--- config.mk ---
export PLATFORM = sky130hd
export DESIGN_NAME = imu_accumulate_average
export DESIGN_NICKNAME = d
export VERILOG_FILES = /design/src/iad_pkg.sv /design/src/iad_seq.sv /design/src/iad_div.sv /design/src/iad_dp.sv /design/src/imu_accumulate_average.sv
export SDC_FILE = /design/constraint.sdc
export NUM_CORES = 1
export LEC_CHECK = 0
export BUFFER_PORTS_ARGS = -buffer_cell sky130_fd_sc_hd__clkbuf_2
export CORE_UTILIZATION = 45
export DETAILED_ROUTE_END_ITERATION = 10
export PLACE_DENSITY = 0.77
export RECOVER_POWER = 50
export SYNTH_ARGS = -nofsm -noshare
export SYNTH_HDL_FRONTEND = slang
export SYNTH_HIERARCHICAL = 1
export SYNTH_SLANG_ARGS = --single-unit
--- constraint.sdc ---
create_clock -name aclk -period 6.1 [get_ports aclk]
set_clock_uncertainty 0.1 [all_clocks]
set_input_delay 0 -clock aclk [delete_from_list [all_inputs] [get_ports aclk]]
set_output_delay 0 -clock aclk [all_outputs]
set_load 0.05 [all_outputs]
--- src/iad_pkg.sv ---
// shared types, constants and the microcode table of the imu averaging block
package iad_pkg;

    localparam int SAMPLE_BITS_DEF = 16;
    localparam int COUNT_BITS_DEF  = 10;

    localparam int MAX_COUNT_RESET   = 1000;
    localparam int THRESHOLD_RESET   = 2949;
    localparam int HOLD_TICKS_RESET  = 500;

    localparam int CFG_DATA_BITS  = 16;
    localparam int CFG_INDEX_BITS = 2;
    localparam int TICK_BITS      = 32;

    // configuration register indexes
    localparam logic [CFG_INDEX_BITS-1:0] CFG_MAX_COUNT  = 2'd0;
    localparam logic [CFG_INDEX_BITS-1:0] CFG_THRESHOLD  = 2'd1;
    localparam logic [CFG_INDEX_BITS-1:0] CFG_HOLD_TICKS = 2'd2;

    // s_tuser bit positions
    localparam int IN_USER_BITS   = 3;
    localparam int USER_OP        = 0;
    localparam int USER_ACC_VALID = 1;
    localparam int USER_GYR_VALID = 2;
    localparam int OUT_USER_BITS  = 1;

    // averaging channels, in result order
    localparam int NUM_CH = 7;
    typedef logic [2:0] ch_t;
    localparam ch_t CH_ACC0   = 3'd0;
    localparam ch_t CH_GYRO0  = 3'd3;
    localparam ch_t CH_THRUST = 3'd6;

    typedef enum logic [2:0] {
        ACT_NOP,
        ACT_ACCUM,
        ACT_CH_CLEAR,
        ACT_DIV_START,
        ACT_DIV_STORE,
        ACT_FLAG,
        ACT_EMIT
    } act_t;

    typedef enum logic [2:0] {
        CND_NEVER,
        CND_ALWAYS,
        CND_NO_REQ,
        CND_PREDICT,
        CND_ANY_ZERO,
        CND_DIV_BUSY,
        CND_CH_MORE,
        CND_OUT_BUSY
    } cond_t;

    typedef logic [3:0] step_t;
    localparam step_t STEP_IDLE     = 4'd0;
    localparam step_t STEP_DISPATCH = 4'd1;
    localparam step_t STEP_ACCUM    = 4'd2;
    localparam step_t STEP_CHECK    = 4'd3;
    localparam step_t STEP_DIV_GO   = 4'd4;
    localparam step_t STEP_DIV_WAIT = 4'd5;
    localparam step_t STEP_DIV_SAVE = 4'd6;
    localparam step_t STEP_FLAG     = 4'd7;
    localparam step_t STEP_EMIT     = 4'd8;
    localparam step_t STEP_TAIL     = 4'd9;

    typedef struct packed {
        act_t  act;
        cond_t cond;
        step_t target;
    } ucode_t;

    typedef struct packed {
        logic req;
        logic is_predict;
        logic any_zero;
        logic div_busy;
        logic ch_more;
        logic out_busy;
    } seq_status_t;

    typedef struct packed {
        logic is_predict;
        logic any_zero;
        logic ch_more;
    } dp_status_t;

    // control store: jump to target when the condition holds, else fall through
    function automatic ucode_t iad_ucode(input step_t step);
        ucode_t w;
        begin
            unique case (step)
                STEP_IDLE:     w = '{ACT_NOP,       CND_NO_REQ,   STEP_IDLE};
                STEP_DISPATCH: w = '{ACT_NOP,       CND_PREDICT,  STEP_CHECK};
                STEP_ACCUM:    w = '{ACT_ACCUM,     CND_ALWAYS,   STEP_IDLE};
                STEP_CHECK:    w = '{ACT_CH_CLEAR,  CND_ANY_ZERO, STEP_IDLE};
                STEP_DIV_GO:   w = '{ACT_DIV_START, CND_NEVER,    STEP_IDLE};
                STEP_DIV_WAIT: w = '{ACT_NOP,       CND_DIV_BUSY, STEP_DIV_WAIT};
                STEP_DIV_SAVE: w = '{ACT_DIV_STORE, CND_CH_MORE,  STEP_DIV_GO};
                STEP_FLAG:     w = '{ACT_FLAG,      CND_NEVER,    STEP_IDLE};
                STEP_EMIT:     w = '{ACT_EMIT,      CND_OUT_BUSY, STEP_EMIT};
                STEP_TAIL:     w = '{ACT_NOP,       CND_ALWAYS,   STEP_IDLE};
                default:       w = '{ACT_NOP,       CND_ALWAYS,   STEP_IDLE};
            endcase
            return w;
        end
    endfunction

endpackage

--- src/iad_seq.sv ---
// microcode sequencer: step counter, control store lookup and jump logic
module iad_seq
    import iad_pkg::*;
(
    input  logic        aclk,
    input  logic        aresetn,
    input  seq_status_t status,
    output act_t        act,
    output logic        idle
);

    step_t  step_reg, step_next;
    ucode_t uword;
    logic   take;

    assign uword = iad_ucode(step_reg);
    assign act   = uword.act;
    assign idle  = (step_reg == STEP_IDLE);

    always_comb begin
        unique case (uword.cond)
            CND_NEVER:    take = 1'b0;
            CND_ALWAYS:   take = 1'b1;
            CND_NO_REQ:   take = !status.req;
            CND_PREDICT:  take = status.is_predict;
            CND_ANY_ZERO: take = status.any_zero;
            CND_DIV_BUSY: take = status.div_busy;
            CND_CH_MORE:  take = status.ch_more;
            CND_OUT_BUSY: take = status.out_busy;
            default:      take = 1'b0;
        endcase
        step_next = take ? uword.target : step_t'(step_reg + step_t'(1));
    end

    always_ff @(posedge aclk) begin
        if (!aresetn) begin
            step_reg <= STEP_IDLE;
        end else begin
            step_reg <= step_next;
        end
    end

endmodule

--- src/iad_div.sv ---
// restoring unsigned divider, one quotient bit per cycle
module iad_div #(
    parameter int DIVIDEND_BITS = 26,
    parameter int DIVISOR_BITS  = 10
) (
    input  logic                     aclk,
    input  logic                     aresetn,
    input  logic                     start,
    input  logic [DIVIDEND_BITS-1:0] dividend,
    input  logic [DIVISOR_BITS-1:0]  divisor,
    output logic                     busy,
    output logic [DIVIDEND_BITS-1:0] quotient
);

    localparam int CNT_BITS = $clog2(DIVIDEND_BITS + 1);

    logic [DIVISOR_BITS-1:0]  rem_reg, rem_next;
    logic [DIVIDEND_BITS-1:0] quo_reg, quo_next;
    logic [DIVISOR_BITS-1:0]  dvs_reg;
    logic [CNT_BITS-1:0]      cnt_reg;
    logic [DIVISOR_BITS:0]    trial;
    logic                     fits;

    assign busy     = (cnt_reg != '0);
    assign quotient = quo_reg;

    always_comb begin
        trial    = {rem_reg, quo_reg[DIVIDEND_BITS-1]};
        fits     = (trial >= {1'b0, dvs_reg});
        rem_next = fits ? DIVISOR_BITS'(trial - {1'b0, dvs_reg})
                        : trial[DIVISOR_BITS-1:0];
        quo_next = {quo_reg[DIVIDEND_BITS-2:0], fits};
    end

    always_ff @(posedge aclk) begin
        if (!aresetn) begin
            cnt_reg <= '0;
        end else if (start) begin
            cnt_reg <= CNT_BITS'(DIVIDEND_BITS);
        end else if (busy) begin
            cnt_reg <= cnt_reg - CNT_BITS'(1);
        end
    end

    always_ff @(posedge aclk) begin
        if (start) begin
            rem_reg <= '0;
            quo_reg <= dividend;
            dvs_reg <= divisor;
        end else if (busy) begin
            rem_reg <= rem_next;
            quo_reg <= quo_next;
        end
    end

endmodule

--- src/iad_dp.sv ---
// datapath: sums, counts, channel select for division, averages and flight flag
module iad_dp
    import iad_pkg::*;
#(
    parameter int SAMPLE_BITS = SAMPLE_BITS_DEF,
    parameter int COUNT_BITS  = COUNT_BITS_DEF,
    localparam int SUM_BITS   = SAMPLE_BITS + COUNT_BITS,
    localparam int IN_BITS    = NUM_CH * SAMPLE_BITS + TICK_BITS,
    localparam int RES_BITS   = NUM_CH * SAMPLE_BITS
) (
    input  logic                      aclk,
    input  logic                      aresetn,
    input  act_t                      act,
    input  logic [IN_BITS-1:0]        in_data,
    input  logic [IN_USER_BITS-1:0]   in_user,
    input  logic [COUNT_BITS-1:0]     max_count,
    input  logic [CFG_DATA_BITS-1:0]  thrust_threshold,
    input  logic [CFG_DATA_BITS-1:0]  flight_hold_ticks,
    input  logic [SUM_BITS-1:0]       div_quotient,
    output logic [SUM_BITS-1:0]       div_dividend,
    output logic [COUNT_BITS-1:0]     div_divisor,
    output dp_status_t                status,
    output logic [RES_BITS-1:0]       res_data,
    output logic                      res_flying
);

    localparam int CMP_BITS = (SUM_BITS > CFG_DATA_BITS) ? SUM_BITS : CFG_DATA_BITS;

    logic [SAMPLE_BITS-1:0] acc_in [3];
    logic [SAMPLE_BITS-1:0] gyro_in [3];
    logic [SAMPLE_BITS-1:0] thr_in;
    logic [TICK_BITS-1:0]   tick_in;

    logic [SUM_BITS-1:0]    acc_sum_reg [3];
    logic [SUM_BITS-1:0]    gyro_sum_reg [3];
    logic [SUM_BITS-1:0]    thr_sum_reg;
    logic [COUNT_BITS-1:0]  acc_cnt_reg, gyro_cnt_reg, thr_cnt_reg;
    logic [TICK_BITS-1:0]   last_tick_reg, last_tick_next;
    logic                   flying_reg, flying_next;
    ch_t                    ch_reg;
    logic                   neg_reg;
    logic [SAMPLE_BITS-1:0] avg_reg [NUM_CH];

    logic                   acc_ok, gyro_ok, thr_ok;
    logic [SUM_BITS-1:0]    sel_sum;
    logic                   sel_signed, sel_neg;
    logic [1:0]             lane;
    logic [SUM_BITS-1:0]    q_signed;
    logic                   hit;

    for (genvar i = 0; i < 3; i++) begin : g_unpack
        assign acc_in[i]  = in_data[i*SAMPLE_BITS +: SAMPLE_BITS];
        assign gyro_in[i] = in_data[(i+3)*SAMPLE_BITS +: SAMPLE_BITS];
    end
    assign thr_in  = in_data[6*SAMPLE_BITS +: SAMPLE_BITS];
    assign tick_in = in_data[NUM_CH*SAMPLE_BITS +: TICK_BITS];

    for (genvar i = 0; i < NUM_CH; i++) begin : g_pack
        assign res_data[i*SAMPLE_BITS +: SAMPLE_BITS] = avg_reg[i];
    end
    assign res_flying = flying_reg;

    assign acc_ok  = in_user[USER_ACC_VALID] && (acc_cnt_reg < max_count);
    assign gyro_ok = in_user[USER_GYR_VALID] && (gyro_cnt_reg < max_count);
    assign thr_ok  = (thr_cnt_reg < max_count);

    assign status.is_predict = in_user[USER_OP];
    assign status.any_zero   = (acc_cnt_reg == '0) || (gyro_cnt_reg == '0)
                             || (thr_cnt_reg == '0);
    assign status.ch_more    = (ch_reg != CH_THRUST);

    // pick the sum and count for the channel being divided
    always_comb begin
        if (ch_reg < CH_GYRO0) begin
            lane        = ch_reg[1:0];
            sel_sum     = acc_sum_reg[lane];
            div_divisor = acc_cnt_reg;
            sel_signed  = 1'b1;
        end else if (ch_reg < CH_THRUST) begin
            lane        = 2'(ch_reg - CH_GYRO0);
            sel_sum     = gyro_sum_reg[lane];
            div_divisor = gyro_cnt_reg;
            sel_signed  = 1'b1;
        end else begin
            lane        = 2'(CH_ACC0);
            sel_sum     = thr_sum_reg;
            div_divisor = thr_cnt_reg;
            sel_signed  = 1'b0;
        end
        sel_neg      = sel_signed && sel_sum[SUM_BITS-1];
        div_dividend = sel_neg ? SUM_BITS'(-sel_sum) : sel_sum;
    end

    // truncation toward zero: divide magnitudes, then restore the sign
    assign q_signed = neg_reg ? SUM_BITS'(-div_quotient) : div_quotient;

    always_comb begin
        hit            = CMP_BITS'(avg_reg[CH_THRUST]) > CMP_BITS'(thrust_threshold);
        last_tick_next = hit ? tick_in : last_tick_reg;
        flying_next    = TICK_BITS'(tick_in - last_tick_next)
                       < TICK_BITS'(flight_hold_ticks);
    end

    always_ff @(posedge aclk) begin
        if (!aresetn) begin
            for (int i = 0; i < 3; i++) begin
                acc_sum_reg[i]  <= '0;
                gyro_sum_reg[i] <= '0;
            end
            thr_sum_reg   <= '0;
            acc_cnt_reg   <= '0;
            gyro_cnt_reg  <= '0;
            thr_cnt_reg   <= '0;
            last_tick_reg <= '0;
            flying_reg    <= 1'b0;
            ch_reg        <= CH_ACC0;
        end else begin
            unique case (act)
                ACT_ACCUM: begin
                    if (acc_ok) begin
                        for (int i = 0; i < 3; i++) begin
                            acc_sum_reg[i] <= acc_sum_reg[i]
                                + {{COUNT_BITS{acc_in[i][SAMPLE_BITS-1]}}, acc_in[i]};
                        end
                        acc_cnt_reg <= acc_cnt_reg + COUNT_BITS'(1);
                    end
                    if (gyro_ok) begin
                        for (int i = 0; i < 3; i++) begin
                            gyro_sum_reg[i] <= gyro_sum_reg[i]
                                + {{COUNT_BITS{gyro_in[i][SAMPLE_BITS-1]}}, gyro_in[i]};
                        end
                        gyro_cnt_reg <= gyro_cnt_reg + COUNT_BITS'(1);
                    end
                    if (thr_ok) begin
                        thr_sum_reg <= thr_sum_reg + {{COUNT_BITS{1'b0}}, thr_in};
                        thr_cnt_reg <= thr_cnt_reg + COUNT_BITS'(1);
                    end
                end
                ACT_CH_CLEAR: begin
                    ch_reg <= CH_ACC0;
                end
                ACT_DIV_STORE: begin
                    ch_reg <= ch_reg + ch_t'(1);
                end
                ACT_FLAG: begin
                    for (int i = 0; i < 3; i++) begin
                        acc_sum_reg[i]  <= '0;
                        gyro_sum_reg[i] <= '0;
                    end
                    thr_sum_reg   <= '0;
                    acc_cnt_reg   <= '0;
                    gyro_cnt_reg  <= '0;
                    thr_cnt_reg   <= '0;
                    last_tick_reg <= last_tick_next;
                    flying_reg    <= flying_next;
                end
                default: begin
                end
            endcase
        end
    end

    always_ff @(posedge aclk) begin
        if (act == ACT_DIV_START) begin
            neg_reg <= sel_neg;
        end
        if (act == ACT_DIV_STORE) begin
            avg_reg[ch_reg] <= q_signed[SAMPLE_BITS-1:0];
        end
    end

endmodule

--- src/imu_accumulate_average.sv ---
// top level: stream ports, configuration registers, result register
//
// Sample requests (s_tuser op bit low) add the accelerometer and gyro triples
// when flagged valid, and always the thrust, into sums that stop growing once
// their own count reaches max_count. A predict request with any count at zero
// gives nothing. Otherwise the seven averages come from one shared restoring
// divider that yields one quotient bit a cycle, and a predict may also wait
// for m_tready on the previous result. The result then sits in an output
// register while the next request is taken. Configuration writes are always
// accepted and belong to idle periods.
module imu_accumulate_average
    import iad_pkg::*;
#(
    parameter int SAMPLE_BITS = SAMPLE_BITS_DEF,
    parameter int COUNT_BITS  = COUNT_BITS_DEF,
    localparam int SUM_BITS   = SAMPLE_BITS + COUNT_BITS,
    localparam int IN_BITS    = NUM_CH * SAMPLE_BITS + TICK_BITS,
    localparam int RES_BITS   = NUM_CH * SAMPLE_BITS,
    localparam int S_TDATA_W  = ((IN_BITS + 7) / 8) * 8,
    localparam int M_TDATA_W  = ((RES_BITS + 7) / 8) * 8
) (
    input  logic                      aclk,
    input  logic                      aresetn,
    // acc_x, acc_y, acc_z, gyro_x, gyro_y, gyro_z, thrust, tick
    input  logic [S_TDATA_W-1:0]      s_tdata,
    // op, acc_valid, gyro_valid
    input  logic [IN_USER_BITS-1:0]   s_tuser,
    input  logic                      s_tvalid,
    output logic                      s_tready,
    // acc_avg_x, acc_avg_y, acc_avg_z, gyro_avg_x, gyro_avg_y, gyro_avg_z, thrust_avg
    output logic [M_TDATA_W-1:0]      m_tdata,
    // flying
    output logic [OUT_USER_BITS-1:0]  m_tuser,
    output logic                      m_tvalid,
    input  logic                      m_tready,
    input  logic                      cfg_valid,
    output logic                      cfg_ready,
    input  logic [CFG_INDEX_BITS-1:0] cfg_index,
    input  logic [CFG_DATA_BITS-1:0]  cfg_data
);

    localparam logic [COUNT_BITS-1:0] MAX_RST = COUNT_BITS'(MAX_COUNT_RESET);

    logic [COUNT_BITS-1:0]    max_count_reg;
    logic [CFG_DATA_BITS-1:0] threshold_reg;
    logic [CFG_DATA_BITS-1:0] hold_reg;

    logic [IN_BITS-1:0]       in_data_reg;
    logic [IN_USER_BITS-1:0]  in_user_reg;

    logic                     m_tvalid_reg;
    logic [M_TDATA_W-1:0]     m_tdata_reg;
    logic [OUT_USER_BITS-1:0] m_tuser_reg;

    act_t                     act;
    logic                     idle;
    seq_status_t              seq_status;
    dp_status_t               dp_status;
    logic                     div_busy;
    logic [SUM_BITS-1:0]      div_dividend, div_quotient;
    logic [COUNT_BITS-1:0]    div_divisor;
    logic [RES_BITS-1:0]      res_data;
    logic                     res_flying;
    logic                     out_busy, out_load;

    assign cfg_ready = 1'b1;
    assign s_tready  = idle;
    assign m_tvalid  = m_tvalid_reg;
    assign m_tdata   = m_tdata_reg;
    assign m_tuser   = m_tuser_reg;

    assign out_busy = m_tvalid_reg && !m_tready;
    assign out_load = (act == ACT_EMIT) && !out_busy;

    assign seq_status = '{
        req:        s_tvalid,
        is_predict: dp_status.is_predict,
        any_zero:   dp_status.any_zero,
        div_busy:   div_busy,
        ch_more:    dp_status.ch_more,
        out_busy:   out_busy
    };

    always_ff @(posedge aclk) begin
        if (!aresetn) begin
            max_count_reg <= MAX_RST;
            threshold_reg <= CFG_DATA_BITS'(THRESHOLD_RESET);
            hold_reg      <= CFG_DATA_BITS'(HOLD_TICKS_RESET);
        end else if (cfg_valid && cfg_ready) begin
            case (cfg_index)
                CFG_MAX_COUNT:  max_count_reg <= COUNT_BITS'(cfg_data);
                CFG_THRESHOLD:  threshold_reg <= cfg_data;
                CFG_HOLD_TICKS: hold_reg      <= cfg_data;
                default: begin
                end
            endcase
        end
    end

    always_ff @(posedge aclk) begin
        if (s_tvalid && s_tready) begin
            in_data_reg <= s_tdata[IN_BITS-1:0];
            in_user_reg <= s_tuser;
        end
    end

    always_ff @(posedge aclk) begin
        if (!aresetn) begin
            m_tvalid_reg <= 1'b0;
        end else if (out_load) begin
            m_tvalid_reg <= 1'b1;
        end else if (m_tready) begin
            m_tvalid_reg <= 1'b0;
        end
    end

    always_ff @(posedge aclk) begin
        if (out_load) begin
            m_tdata_reg <= M_TDATA_W'(res_data);
            m_tuser_reg <= OUT_USER_BITS'(res_flying);
        end
    end

    iad_seq u_seq (
        .aclk    (aclk),
        .aresetn (aresetn),
        .status  (seq_status),
        .act     (act),
        .idle    (idle)
    );

    iad_div #(
        .DIVIDEND_BITS (SUM_BITS),
        .DIVISOR_BITS  (COUNT_BITS)
    ) u_div (
        .aclk     (aclk),
        .aresetn  (aresetn),
        .start    (act == ACT_DIV_START),
        .dividend (div_dividend),
        .divisor  (div_divisor),
        .busy     (div_busy),
        .quotient (div_quotient)
    );

    iad_dp #(
        .SAMPLE_BITS (SAMPLE_BITS),
        .COUNT_BITS  (COUNT_BITS)
    ) u_dp (
        .aclk              (aclk),
        .aresetn           (aresetn),
        .act               (act),
        .in_data           (in_data_reg),
        .in_user           (in_user_reg),
        .max_count         (max_count_reg),
        .thrust_threshold  (threshold_reg),
        .flight_hold_ticks (hold_reg),
        .div_quotient      (div_quotient),
        .div_dividend      (div_dividend),
        .div_divisor       (div_divisor),
        .status            (dp_status),
        .res_data          (res_data),
        .res_flying        (res_flying)
    );

`ifndef SYNTHESIS
    // no new request while a division is still running
    a_idle_div: assert property (@(posedge aclk) disable iff (!aresetn)
        s_tready |-> !div_busy)
        else $error("request accepted while divider busy");

    // the zero-count check must have screened every division
    a_div_nonzero: assert property (@(posedge aclk) disable iff (!aresetn)
        (act == ACT_DIV_START) |-> (div_divisor != '0))
        else $error("division started with zero count");

    // a result only appears from the emit step
    a_emit_src: assert property (@(posedge aclk) disable iff (!aresetn)
        $rose(m_tvalid) |-> $past(act == ACT_EMIT))
        else $error("result raised outside emit step");
`endif

endmodule
==> out/metrics.yaml <==
globalRouteTotalUtil_pct: 22.0
synth_area_leader_cell: "edfxtp_1"
yosys_most_used_dff: "edfxtp_1"
antenna_found_initial: 8
peakVddDrop_v: 0.000247
synth-compound-area-share_pct: 12.5
io_buffers: 284
max_slew.worst_pin.slew_ps: 3760
dp_slack_ps: -237
finalPower_mw: 18.9
timing.final.ws_setup_ps: -80.7
synth_common_cells: "edfxtp_1 (565), nor2_1 (339), ha_1 (279)"
cts_tree: "built"
grtUsageMet3_pct: 3.07
yosysTopAreaCellShare_pct: 43.9
final_antenna_net_count: 0
fin_crit_sh_pct: 101
core_area_mm2: 0.0851
ios: 286
grt_pass1_wl_um: 151000
use_met1_pct: 27.5
cts.clk_slew.worst_paths_ps: 60
rows: 107
max_cap_viol_count: 6
clock_sinks: 731
synth_cells: 3473
rsz0062_at_grt: "yes"
synthArstFlopShare_pct: 0
finalHoldViolCount: 0
slowest_delay_ps: 440
leakagePower_nw: 18.9
synth-simple-area-share_pct: 12.7
grt_pass1_vias: 28300
dieArea_mm2: 0.0871
yosysSeqAreaShare_pct: 52.5
reg2reg_slack_ps: -80
via_per_inst: 5.44
end_kind: "flop"
synthXorXnorAreaFrac_pct: 5.14
synth_cell_types: 100
max_freq_ghz: 0.162
cp_common_cell: "nand4_1"
cts_buffer_depth: 3
setup_viol: 1
fp.dieW_um: 295
grt-busiest-layer: "met2"
largest_reg_flops: 144
die_y_um: 295
cpMaxStageDelayCell: "a2111oi_4"
cp.required_ps: 6580
synth_area_leaders: "edfxtp_1 (44%), ha_1 (9.0%), dfxtp_1 (8.6%), mux2i_1 (3.7%), nor2_1 (3.3%)"
place_area_mm2: 0.0415
crit_type: "reg2reg"
status: "finished, violations left"
power-per-cell-area_mw_per_mm2: 401
cts_made_buffers: 79
drtPass1Iterations: 5
slew_viol_final: 326
synth_top_family_by_area: "simple AND/OR/NAND/NOR gates"
drt-total-wl_um: 97500
synth_edf_count: 565
synth_seq_cells: 731
drcViolationCount: 0
initial_core_util_pct: 45.4
grt_util_met2_pct: 37.4
critPathMaxFanout: 7
violations: "capacitance limit, slew limit, setup timing"
fill_cells: 7079
critPathLaunchType: "flop"
first_iter_violations: 2235
holdCritPathClass: "in2reg"
grt-ovfl-total: 0
design_area_mm2: 0.0473
synth.most_common_cell: "edfxtp_1"
fin_nets: 4546
syn_nets: 3931
synthMuxAreaShare_pct: 4.55
utilization_pct: 55.5
synth_fa_ha_area_share_pct: 9.52
period_needed_ps: 6180
multiInputGateArea_mm2: 0.0173
drive_above_1_share_pct: 9.82
postSynthAreaPerCell_um2: 11.1
slew_headroom_pct: -151
wire_per_inst_um: 18.4
htreeDepth: 3
vias: 28900
clockRootBuffer: "clkbuf_16"
synth_area_mm2: 0.0386
syn2layout_area_growth_pct: 22.4
seqCellArea_mm2: 0.0203
dp_hpwl_um: 65200
ys_warn_count: 6
grt_max_degree: 84
insertion_delay_ps: 650
finalWeightedCongestion: 0.902
crit_arrival_ps: 6660
## critical path, delay by kind of cell (launching register included)
| family | cells | cell delay (ps) |
|---|---|---|
| adder cells (fa/ha/maj) | 3 | 900 |
| XOR/XNOR | 1 | 150 |
| multiplexers | 1 | 320 |
| AO/OA/AOI/OAI | 11 | 2040 |
| flip-flops | 1 | 390 |
| AND/OR/NAND/NOR | 12 | 2200 |
## final cells by class
type / instances / area share [%]
flip-flops and latches: 731 / 42.9
multi-input cells: 2450 / 36.6
repair buffers: 654 / 10.0
clock buffers: 92 / 4.33
well taps: 1144 / 3.03
clock inverters: 56 / 1.76
inverters: 172 / 1.37
diodes: 6 / 0.0317
## routing by layer
| layer | wire length (µm) | vias up |
|---|---|---|
| li1 | - | 13900 |
| met1 | 40600 | 13700 |
| met2 | 46600 | 1046 |
| met3 | 5890 | 232 |
| met4 | 4350 | 0 |
| met5 | 0 | - |
## through the flow
stage               instances  hold slack, ps  setup TNS [ps]
floorplan                3473           -1.13               0
global placement         4840            76.7           -11.4
detailed placement       4840            78.6            -237
CTS                      5298            1.21           -26.7
global route             5303            23.2           -1200
finish                   5305            40.5           -80.7
## cell families after synthesis
kind of cell               count (synthesis)
and+or+nand+nor                         1035
DFF                                      731
AOI/OAI and AO/OA                        727
buffers and inverters                    292
adders and majority gates                289
xor gates and xnor gates                 227
muxes                                    171
other                                      1
## path summary, 6_finish.rpt
check,start,endpoint,depth (start not counted)
min,s_tdata[120],in_data_reg[120],2
max,u_dp/avg_reg[6][6],u_dp/res_flying,28
max reg2reg,u_dp/avg_reg[6][6],u_dp/res_flying,28
min reg2reg,u_dp/avg_reg[2][9],m_tdata[41],0
## what timing repair did
action | CTS | global route
pin swaps | 5 | 1
hold buffers | 309 | 0
setup buffers | 1 | 1
hold endpoints to repair | 251 | 0
resized for setup | 12 | 6
setup endpoints to repair | 1 | 1
cloned | 0 | 0
## cells in the final DEF (no fill, tap or decap), types with 148 or more instances in the layout
cell type,instances
ha_1,276
nor2_1,336
o21ai_0,148
dlygate4sd3_1,309
edfxtp_1,565
nand2_1,261
clkbuf_1,165
inv_1,170
dfxtp_1,166
a21oi_1,209
## report_power, final
part | internal, mW | switching [mW] | total (mW)
sequential | 6.47 | 0.550 | 7.02
clock | 3.17 | 2.12 | 5.28
combinational | 2.70 | 3.94 | 6.64
total | 12.3 | 6.61 | 18.9
(Power assumes the default switching activity.)
